--- config.mk ---
export PLATFORM = sky130hd
export DESIGN_NAME = statistical_tdm_frame_builder_unit
export DESIGN_NICKNAME = d
export VERILOG_FILES = /design/src/rtl/stdm_pkg.sv /design/src/rtl/stdm_front.sv /design/src/rtl/stdm_fifo.sv /design/src/rtl/stdm_back.sv /design/src/rtl/statistical_tdm_frame_builder_unit.sv
export SDC_FILE = /design/constraint.sdc
export NUM_CORES = 2
export LEC_CHECK = 0
export ABC_AREA = 0
export BUFFER_PORTS_ARGS = -buffer_cell sky130_fd_sc_hd__buf_4
export CAP_MARGIN = 25
export CORE_AREA = 3 3 544 546
export DETAILED_ROUTE_END_ITERATION = 10
export DIE_AREA = 0 0 547 549
export SLEW_MARGIN = 30
export SYNTH_ARGS = -nofsm -noshare
export SYNTH_HDL_FRONTEND = slang
export SYNTH_SLANG_ARGS = --single-unit
--- constraint.sdc ---
create_clock -name clk -period 10.4 [get_ports clk]
set_input_delay 1.56 -clock clk [delete_from_list [all_inputs] [get_ports clk]]
set_output_delay 1.56 -clock clk [all_outputs]
set_load 0.01 [all_outputs]
--- src/rtl/stdm_pkg.sv ---
// ----------------------------------------------------------------------------
// stdm_pkg
// Types, widths and helpers shared by the statistical TDM frame builder.
// ----------------------------------------------------------------------------
package stdm_pkg;

	localparam int MASK_W  = 8;
	localparam int SRC_W   = 3;
	localparam int LABEL_W = 16;
	localparam int CFG_W   = 5;

	// One frame time as handed from the front part to the back part.
	typedef struct packed {
		logic [MASK_W-1:0]              pend;
		logic [MASK_W-1:0][LABEL_W-1:0] label;
	} stdm_frame_t;

	// One backlog entry.
	typedef struct packed {
		logic [SRC_W-1:0]   src;
		logic [LABEL_W-1:0] label;
	} stdm_entry_t;

	// Contents of one subframe.
	typedef struct packed {
		logic               used;
		logic [SRC_W-1:0]   src;
		logic [LABEL_W-1:0] label;
	} stdm_unit_t;

	typedef enum logic [2:0] {
		ST_IDLE,
		ST_SLOT_RD,
		ST_SLOT,
		ST_APPEND,
		ST_LAST
	} stdm_state_t;

	// Index of the lowest set bit; zero when no bit is set.
	function automatic logic [SRC_W-1:0] lowest_set(input logic [MASK_W-1:0] m);
		logic [SRC_W-1:0] r;
		r = '0;
		for (int i = MASK_W - 1; i >= 0; i--) begin
			if (m[i]) begin
				r = SRC_W'(i);
			end
		end
		return r;
	endfunction

endpackage

--- src/rtl/stdm_front.sv ---
// ----------------------------------------------------------------------------
// stdm_front
// Accepts one frame time per request, bumps the arrival counters of the
// sources that deliver a unit and passes the labelled pending set onward.
// ----------------------------------------------------------------------------
module stdm_front #(
	parameter int NUM_SOURCES = 8
) (
	input  logic                        clk,
	input  logic                        arst_n,
	input  logic                        in_valid,
	output logic                        in_ready,
	input  logic [stdm_pkg::MASK_W-1:0] ready_mask,
	output logic                        push_valid,
	input  logic                        push_ready,
	output stdm_pkg::stdm_frame_t       push_data
);

	logic [stdm_pkg::MASK_W-1:0][stdm_pkg::LABEL_W-1:0] cnt_q;
	logic [stdm_pkg::MASK_W-1:0]                        live_c;
	logic                                               accept_c;

	assign in_ready   = push_ready;
	assign push_valid = in_valid;
	assign accept_c   = in_valid && push_ready;

	// Mask bits for sources the block does not have never count.
	always_comb begin
		for (int i = 0; i < stdm_pkg::MASK_W; i++) begin
			live_c[i]             = ready_mask[i] && (i < NUM_SOURCES);
			push_data.label[i]    = cnt_q[i] + 1'b1;
		end
		push_data.pend = live_c;
	end

	always_ff @(posedge clk or negedge arst_n) begin
		if (!arst_n) begin
			cnt_q <= '0;
		end else if (accept_c) begin
			for (int i = 0; i < stdm_pkg::MASK_W; i++) begin
				if (live_c[i]) begin
					cnt_q[i] <= cnt_q[i] + 1'b1;
				end
			end
		end
	end

endmodule

--- src/rtl/stdm_fifo.sv ---
// ----------------------------------------------------------------------------
// stdm_fifo
// Two-entry queue of frame times between the front and the back part.
// ----------------------------------------------------------------------------
module stdm_fifo (
	input  logic                  clk,
	input  logic                  arst_n,
	input  logic                  push_valid,
	output logic                  push_ready,
	input  stdm_pkg::stdm_frame_t push_data,
	output logic                  pop_valid,
	input  logic                  pop_ready,
	output stdm_pkg::stdm_frame_t pop_data
);

	stdm_pkg::stdm_frame_t mem_q [2];
	logic                  wr_ptr_q;
	logic                  rd_ptr_q;
	logic [1:0]            count_q;
	logic                  push_c;
	logic                  pop_c;

	assign push_ready = (count_q != 2'd2);
	assign pop_valid  = (count_q != 2'd0);
	assign pop_data   = mem_q[rd_ptr_q];
	assign push_c     = push_valid && push_ready;
	assign pop_c      = pop_valid && pop_ready;

	always_ff @(posedge clk) begin
		if (push_c) begin
			mem_q[wr_ptr_q] <= push_data;
		end
	end

	always_ff @(posedge clk or negedge arst_n) begin
		if (!arst_n) begin
			wr_ptr_q <= 1'b0;
			rd_ptr_q <= 1'b0;
			count_q  <= 2'd0;
		end else begin
			if (push_c) begin
				wr_ptr_q <= ~wr_ptr_q;
			end
			if (pop_c) begin
				rd_ptr_q <= ~rd_ptr_q;
			end
			case ({push_c, pop_c})
				2'b10:   count_q <= count_q + 2'd1;
				2'b01:   count_q <= count_q - 2'd1;
				default: count_q <= count_q;
			endcase
		end
	end

endmodule

--- src/rtl/stdm_back.sv ---
// ----------------------------------------------------------------------------
// stdm_back
// Builds the subframes of one frame time: serves the backlog first, then the
// lowest pending source, then appends leftovers to the backlog memory.
// ----------------------------------------------------------------------------
module stdm_back #(
	parameter int BACKLOG_DEPTH = 64,
	parameter int MAX_SUBFRAMES = 16
) (
	input  logic                       clk,
	input  logic                       arst_n,
	input  logic [stdm_pkg::CFG_W-1:0] cfg_subframes,
	input  logic                       pop_valid,
	output logic                       pop_ready,
	input  stdm_pkg::stdm_frame_t      pop_data,
	output logic                       out_valid,
	input  logic                       out_ready,
	output stdm_pkg::stdm_unit_t       out_unit,
	output logic                       out_last,
	output logic                       out_drop
);

	localparam int PTR_W = $clog2(BACKLOG_DEPTH);
	localparam int CNT_W = $clog2(BACKLOG_DEPTH + 1);

	stdm_pkg::stdm_entry_t mem [BACKLOG_DEPTH];
	stdm_pkg::stdm_entry_t rd_data_q;

	stdm_pkg::stdm_state_t state_q;
	stdm_pkg::stdm_state_t state_d;

	logic [PTR_W-1:0]                                   head_q;
	logic [CNT_W-1:0]                                   count_q;
	logic [stdm_pkg::MASK_W-1:0]                        pend_q;
	logic [stdm_pkg::MASK_W-1:0][stdm_pkg::LABEL_W-1:0] label_q;
	logic [stdm_pkg::CFG_W-1:0]                         slot_q;
	stdm_pkg::stdm_unit_t                               hold_q;
	logic                                               drop_q;

	logic                 out_valid_q;
	stdm_pkg::stdm_unit_t out_unit_q;
	logic                 out_last_q;
	logic                 out_drop_q;

	logic [stdm_pkg::CFG_W-1:0] n_c;
	logic                       out_free_c;
	logic                       have_bl_c;
	logic                       pend_any_c;
	logic                       full_c;
	logic [stdm_pkg::SRC_W-1:0] pick_c;
	logic                       is_last_c;
	logic [PTR_W:0]             tail_sum_c;
	logic [PTR_W-1:0]           tail_c;
	logic [PTR_W-1:0]           head_inc_c;
	stdm_pkg::stdm_unit_t       slot_unit_c;

	// Control decoded from the state.
	logic take_c;
	logic load_slot_c;
	logic load_last_c;
	logic append_c;
	logic frame_pop_c;

	// Subframe count: zero counts as one, large values saturate.
	always_comb begin
		n_c = cfg_subframes;
		if (cfg_subframes == '0) begin
			n_c = stdm_pkg::CFG_W'(1);
		end else if (32'(cfg_subframes) > MAX_SUBFRAMES) begin
			n_c = stdm_pkg::CFG_W'(MAX_SUBFRAMES);
		end
	end

	assign out_free_c = !out_valid_q || out_ready;
	assign have_bl_c  = (count_q != '0);
	assign pend_any_c = |pend_q;
	assign full_c     = (count_q == CNT_W'(BACKLOG_DEPTH));
	assign pick_c     = stdm_pkg::lowest_set(pend_q);
	assign is_last_c  = (slot_q == n_c - 1'b1);

	assign tail_sum_c = (PTR_W+1)'(head_q) + (PTR_W+1)'(count_q);
	assign tail_c     = (tail_sum_c >= (PTR_W+1)'(BACKLOG_DEPTH))
		? PTR_W'(tail_sum_c - (PTR_W+1)'(BACKLOG_DEPTH)) : tail_sum_c[PTR_W-1:0];
	assign head_inc_c = (head_q == PTR_W'(BACKLOG_DEPTH - 1)) ? '0 : head_q + 1'b1;

	always_comb begin
		slot_unit_c = '0;
		if (have_bl_c) begin
			slot_unit_c.used  = 1'b1;
			slot_unit_c.src   = rd_data_q.src;
			slot_unit_c.label = rd_data_q.label;
		end else if (pend_any_c) begin
			slot_unit_c.used  = 1'b1;
			slot_unit_c.src   = pick_c;
			slot_unit_c.label = label_q[pick_c];
		end
	end

	// Next state.
	always_comb begin
		state_d = state_q;
		unique case (state_q)
			stdm_pkg::ST_IDLE: begin
				if (pop_valid) begin
					state_d = stdm_pkg::ST_SLOT_RD;
				end
			end
			stdm_pkg::ST_SLOT_RD: state_d = stdm_pkg::ST_SLOT;
			stdm_pkg::ST_SLOT: begin
				if (is_last_c) begin
					state_d = stdm_pkg::ST_APPEND;
				end else if (out_free_c) begin
					state_d = stdm_pkg::ST_SLOT_RD;
				end
			end
			stdm_pkg::ST_APPEND: begin
				if (!pend_any_c) begin
					state_d = stdm_pkg::ST_LAST;
				end
			end
			stdm_pkg::ST_LAST: begin
				if (out_free_c) begin
					state_d = stdm_pkg::ST_IDLE;
				end
			end
			default: state_d = stdm_pkg::ST_IDLE;
		endcase
	end

	// Control outputs.
	always_comb begin
		pop_ready   = 1'b0;
		frame_pop_c = 1'b0;
		take_c      = 1'b0;
		load_slot_c = 1'b0;
		load_last_c = 1'b0;
		append_c    = 1'b0;
		unique case (state_q)
			stdm_pkg::ST_IDLE: begin
				pop_ready   = 1'b1;
				frame_pop_c = pop_valid;
			end
			stdm_pkg::ST_SLOT_RD: begin
			end
			stdm_pkg::ST_SLOT: begin
				take_c      = is_last_c || out_free_c;
				load_slot_c = !is_last_c && out_free_c;
			end
			stdm_pkg::ST_APPEND: append_c = pend_any_c;
			stdm_pkg::ST_LAST:   load_last_c = out_free_c;
			default: begin
			end
		endcase
	end

	// Backlog memory: one write port at the tail, registered read at the head.
	always_ff @(posedge clk) begin
		if (append_c && !full_c) begin
			mem[tail_c] <= '{src: pick_c, label: label_q[pick_c]};
		end
		rd_data_q <= mem[head_q];
	end

	always_ff @(posedge clk or negedge arst_n) begin
		if (!arst_n) begin
			state_q     <= stdm_pkg::ST_IDLE;
			head_q      <= '0;
			count_q     <= '0;
			pend_q      <= '0;
			slot_q      <= '0;
			drop_q      <= 1'b0;
			out_valid_q <= 1'b0;
		end else begin
			state_q <= state_d;
			if (frame_pop_c) begin
				pend_q <= pop_data.pend;
				slot_q <= '0;
				drop_q <= 1'b0;
			end
			if (take_c) begin
				slot_q <= slot_q + 1'b1;
				if (have_bl_c) begin
					head_q  <= head_inc_c;
					count_q <= count_q - 1'b1;
				end else if (pend_any_c) begin
					pend_q[pick_c] <= 1'b0;
				end
			end
			if (append_c) begin
				pend_q[pick_c] <= 1'b0;
				if (full_c) begin
					drop_q <= 1'b1;
				end else begin
					count_q <= count_q + 1'b1;
				end
			end
			if (load_slot_c || load_last_c) begin
				out_valid_q <= 1'b1;
			end else if (out_ready) begin
				out_valid_q <= 1'b0;
			end
		end
	end

	// Payload registers.
	always_ff @(posedge clk) begin
		if (frame_pop_c) begin
			label_q <= pop_data.label;
		end
		if (take_c && is_last_c) begin
			hold_q <= slot_unit_c;
		end
		if (load_slot_c) begin
			out_unit_q <= slot_unit_c;
			out_last_q <= 1'b0;
			out_drop_q <= 1'b0;
		end else if (load_last_c) begin
			out_unit_q <= hold_q;
			out_last_q <= 1'b1;
			out_drop_q <= drop_q;
		end
	end

	assign out_valid = out_valid_q;
	assign out_unit  = out_unit_q;
	assign out_last  = out_last_q;
	assign out_drop  = out_drop_q;

endmodule

--- src/rtl/statistical_tdm_frame_builder_unit.sv ---
// ----------------------------------------------------------------------------
// statistical_tdm_frame_builder_unit
// Statistical TDM frame builder: one request per frame time in, one result
// per subframe out, with a backlog of leftover units carried between frames.
// ----------------------------------------------------------------------------
// A frame time occupies the subframe sequencer while its n subframes are built
// and its leftover units are appended to the backlog. Each subframe passes
// through a read state and a slot state because the backlog head is read
// from a memory with a registered read port, and each leftover unit is written
// through the single write port of that memory. A two-entry queue lets new
// frame times be accepted and labelled while an earlier one is still being
// built, and an output register holds a finished result until it is taken.
// The backlog memory needs no clearing after reset: only entries that have
// been written are ever used.
module statistical_tdm_frame_builder_unit #(
	parameter int NUM_SOURCES   = 8,
	parameter int BACKLOG_DEPTH = 64,
	parameter int MAX_SUBFRAMES = 16
) (
	input  logic                         clk,
	input  logic                         arst_n,
	input  logic                         cfg_we,
	input  logic [stdm_pkg::CFG_W-1:0]   cfg_wdata,
	input  logic                         in_valid,
	output logic                         in_ready,
	input  logic [stdm_pkg::MASK_W-1:0]  ready_mask,
	output logic                         out_valid,
	input  logic                         out_ready,
	output logic                         slot_used,
	output logic [stdm_pkg::SRC_W-1:0]   source_index,
	output logic [stdm_pkg::LABEL_W-1:0] unit_label,
	output logic                         last_in_frame,
	output logic                         backlog_dropped
);

	logic [stdm_pkg::CFG_W-1:0] cfg_q;
	logic                       push_valid;
	logic                       push_ready;
	stdm_pkg::stdm_frame_t      push_data;
	logic                       pop_valid;
	logic                       pop_ready;
	stdm_pkg::stdm_frame_t      pop_data;
	stdm_pkg::stdm_unit_t       out_unit;

	always_ff @(posedge clk or negedge arst_n) begin
		if (!arst_n) begin
			cfg_q <= stdm_pkg::CFG_W'(1);
		end else if (cfg_we) begin
			cfg_q <= cfg_wdata;
		end
	end

	stdm_front #(
		.NUM_SOURCES (NUM_SOURCES)
	) u_front (
		.clk        (clk),
		.arst_n     (arst_n),
		.in_valid   (in_valid),
		.in_ready   (in_ready),
		.ready_mask (ready_mask),
		.push_valid (push_valid),
		.push_ready (push_ready),
		.push_data  (push_data)
	);

	stdm_fifo u_fifo (
		.clk        (clk),
		.arst_n     (arst_n),
		.push_valid (push_valid),
		.push_ready (push_ready),
		.push_data  (push_data),
		.pop_valid  (pop_valid),
		.pop_ready  (pop_ready),
		.pop_data   (pop_data)
	);

	stdm_back #(
		.BACKLOG_DEPTH (BACKLOG_DEPTH),
		.MAX_SUBFRAMES (MAX_SUBFRAMES)
	) u_back (
		.clk           (clk),
		.arst_n        (arst_n),
		.cfg_subframes (cfg_q),
		.pop_valid     (pop_valid),
		.pop_ready     (pop_ready),
		.pop_data      (pop_data),
		.out_valid     (out_valid),
		.out_ready     (out_ready),
		.out_unit      (out_unit),
		.out_last      (last_in_frame),
		.out_drop      (backlog_dropped)
	);

	assign slot_used    = out_unit.used;
	assign source_index = out_unit.src;
	assign unit_label   = out_unit.label;

endmodule

==> metrics.md <==
| Metric | Value |
|---|---|
| Sw frac | approximately 34% |
| Status | complete, no violations |
| Synth Flop Type | edfxtp_1 |
| Flop pwr share | between 40 and 50% |
| Die Wd | about 550 um |
| Worst endpoint required time | 10,670 ps |
| CP top delay family | compound AO/OA/AOI/OAI gates |
| Rel. slew slack | between 20% and 30% |
| Placeable Area | between 200,000 and 300,000 um^2 |
| Vias in the first global route | 36,200 |
| Hold Vio Cnt, Final | 0 |
| Die Y-Extent | 549 um |
| Unrepaired setup endpoints after global routing | no |
| I/O pin count | 42 |
| Syn Std Cell Area | 72,700 um^2 |
| Gp weighted congestion | between 0.8 and 0.9 |
| IO buf count | 41 |
| Setup Buffers After CTS | 0 |
| Number of synthesis warnings | 0 |
| Synthesized instance count | around 3,800 |
| Final instance area | 84,100 um^2 |
| Crit Path Category | register to register |
| Final nets | ~3,900 |
| Worst-path cell chain | nor2b_2 -> o21ba_2 -> nor2_4 -> mux2_2 -> a2111oi_1 -> buf_4 -> clkinv_2 |
| LEAKAGE | around 27 nW |
| Antenna diode count | 0 |
| Register area | ~54,000 um^2 |
| GRT Overall Usage | approximately 11% |
| # setup viols final | 0 |
| H-Tree Depth | 4 |
| CTS tree | built |
| Cell Int Power | ~0.018 W |
| Avg Cell Area, Syn | 19.3 um^2 |
| Clock buffer depth | 3 |
| First-pass GRT wire length | about 250,000 um |
| Initial core utilization | around 25% |
| Worst-Skew Late Latency | 810 ps |
| 1st-iter DRT viols | approximately 3,700 |
| Critical Path Source | u_back.pend_q[2]$_DFF_PN0_ |
| Vias per inst | roughly 4.5 |
| Tcrit/Tclk final | roughly 45% |
| Register area share after synthesis | between 70% and 80% |
| Dpl hpwl | roughly 100,000 um |
| # hold bufs at CTS | 0 |
| CP Capture Type | register |
| CTS resizes | 0 |
| Total gr overflow | 0 |
| DRT Wirelength | 172,000 um |
| Clock Skew | 45.2 ps |
| Initial antenna violation count | 10 |
| Fmax achieved | around 210 MHz |
| Peak VDD IR | around 0.00028 V |
| Drt pass-1 iters | 5 |
| Layout cells sized above 1 | between 20 and 25% |
| Clock power share | 23.9% |
| Ys async rst share | a little under a tenth |
| CP bufs+invs | 2 |
| Post-synthesis cell type count | between 80 and 90 |
| Max-slew violations | 0 |
| Crit path DAT | between 4000 and 5000 ps |
| Startpoint Class | register |
| DR WL/cell | roughly 22 um |
| Pwr dens | approximately 320 nW/um^2 |
| Vias | 35,500 |
| Layout area overhead | 15.7% |
| MaxCap Viol Count | 0 |
| Comb power frac | between 30% and 40% |
| CTS buffer count | roughly 180 |
| Post-layout min period | about 4700 ps |
| Crit-path max cell delay | 760 ps |
| Most common cell after layout, fill and taps aside | edfxtp_1 |
| Core Rows | just under 200 |
| Clock sinks | about 1,800 |
| Total negative slack | 0 ps |
| Hold Path Origin | u_front.cnt_q[63]$_DFFE_PN0P_ |
| CTS clk-pin slew, worst paths | ~60 ps |
| Min-Delay Path Class | register to register |
| Crit path max fanout | 64 |
| Antenna Nets Post-Route | 0 |
| CP max stage cell | a2111oi_1 |
| Sw Pwr | 0.00900 W |
| EDFF count, synth | ~1,700 |
| RR Startpoint | u_back.pend_q[2]$_DFF_PN0_ |
| Die ar. | ~300,000 um^2 |
| Area of the multi-input gates | roughly 18,000 um^2 |
| Largest net degree at the start of global routing | between 100 and 150 |
| Commonest non-fill, non-tap cells in the layout | edfxtp_1, mux4_2, nand2_1 |
| Overall Power | 0.0266 W |
| Worst Tran Pin Value | roughly 1100 ps |
| Post-synthesis register bit count | approximately 1,800 |
| Fillcell total | between 20,000 and 30,000 |
| Root buffer cell | clkbuf_16 |
| Mapped Nets | approximately 3,800 |
| Drt drc | 0 |
| Dpl cell area | a little under 80,000 um^2 |
## kinds of logic after synthesis
logic type / count (synthesis) / synth area share [%]
fa+ha+maj: 20 / 0.354
buf+inv: 211 / 1.17
compound gates: 248 / 2.37
flops: 1845 / 74.7
xor+xnor: 251 / 3.02
mux: 543 / 14.3
simple gates: 646 / 4.09
## through the flow
step                      cells  hold WS (ps)  utilization, %  worst slack, ps
after floorplan            3764           461               -             2080
after detailed placement   7590           476            26.9             5620
final                      7919           483            28.9             5700
after global placement     7587           474            26.9             5540
after global routing       7919           504            28.9             5450
after CTS                  7917           487            28.9             5630
## synth_stat cells (5+ instances only)
master,n,area (um^2)
o21ai_0,43,215
nand2_1,205,769
or3_1,10,62.6
o31ai_1,8,60.1
and2_1,6,37.5
ha_1,19,238
buf_2,17,85.1
or4_1,9,67.6
xnor2_1,127,1110
buf_1,30,113
edfxtp_1,1656,49700
a2111oi_0,6,52.6
mux4_2,380,8560
a22o_1,5,43.8
a31oi_1,16,100
nand3_1,73,365
nand2b_1,14,87.6
clkbuf_1,120,450
nor2_1,202,758
dfrtp_1,167,4180
a21oi_1,44,220
o211ai_1,9,67.6
inv_1,36,135
or2_2,7,43.8
mux2i_1,15,150
nand4_1,36,225
a22oi_1,52,390
nor2b_1,6,37.5
mux2_2,148,1670
a32oi_1,8,70.1
and3_1,33,206
xor2_1,124,1090
a21o_1,5,37.5
dfxtp_1,21,420
o21a_1,5,37.5
nor3_1,24,120
## state kept, by name, summed over array words and instances (netlist names), 6 cells and up
register and cells:
u_back.count_q 7, u_fifo.mem_q 272, u_back.out_unit 20, u_back.label_q 128, u_back.rd_data_q 19, u_back.head_q 6, u_back.mem 1216, u_front.cnt_q 128
u_back.pend_q 8, u_back.hold_q 20
## worst register-to-register path, cell delays in order (launching register included)
cell and delay, ps:
dfrtp_1 750, nor2b_2 300, o21ba_2 450, nor2_4 580
mux2_2 450, a2111oi_1 760, buf_4 260, clkinv_2 610
## final timing paths
path / endpoint / slack (ps) / depth (start not counted)
setup reg to reg: u_back.mem[40][3]$_DFFE_PP_ / 5700 / 7
min in group asynchronous: u_front.cnt_q[94]$_DFFE_PN0P_ / 680 / 1
hold / removal: u_front.cnt_q[63]$_DFFE_PN0P_ / 480 / 1
max in group asynchronous: u_back.head_q[3]$_DFFE_PN0P_ / 8410 / 2
hold reg to reg: u_front.cnt_q[63]$_DFFE_PN0P_ / 480 / 1
setup / recovery: u_back.mem[40][3]$_DFFE_PP_ / 5700 / 7
## power by group through the flow
stage / clock network, W / logic, W / registers (W)
2_1_floorplan: 0 / 0.00523 / 0.0118
3_3_place_gp: 0 / 0.00812 / 0.0120
3_5_place_dp: 0 / 0.00840 / 0.0120
4_1_cts: 0.00645 / 0.00842 / 0.0119
5_1_grt: 0.00674 / 0.00898 / 0.0120
6_report: 0.00633 / 0.00835 / 0.0119
## layout make-up
class | instances | area share [%]
clock buffers | 243 | 5.69
clock inverters | 84 | 1.07
inverters | 37 | 0.183
multi-input cells | 1708 | 21.6
flip-flops and latches | 1845 | 64.6
well taps | 3900 | 5.80
repair buffers | 102 | 1.05
## routing by layer
layer / wire length (um) / global-route usage [%]
met2: 83400 / 18.4
met3: 10300 / 2.10
met5: 0 / 0
met4: 4160 / 2.87
met1: 73900 / 15.1
No activity file was read; power rests on OpenSTA's default activity.
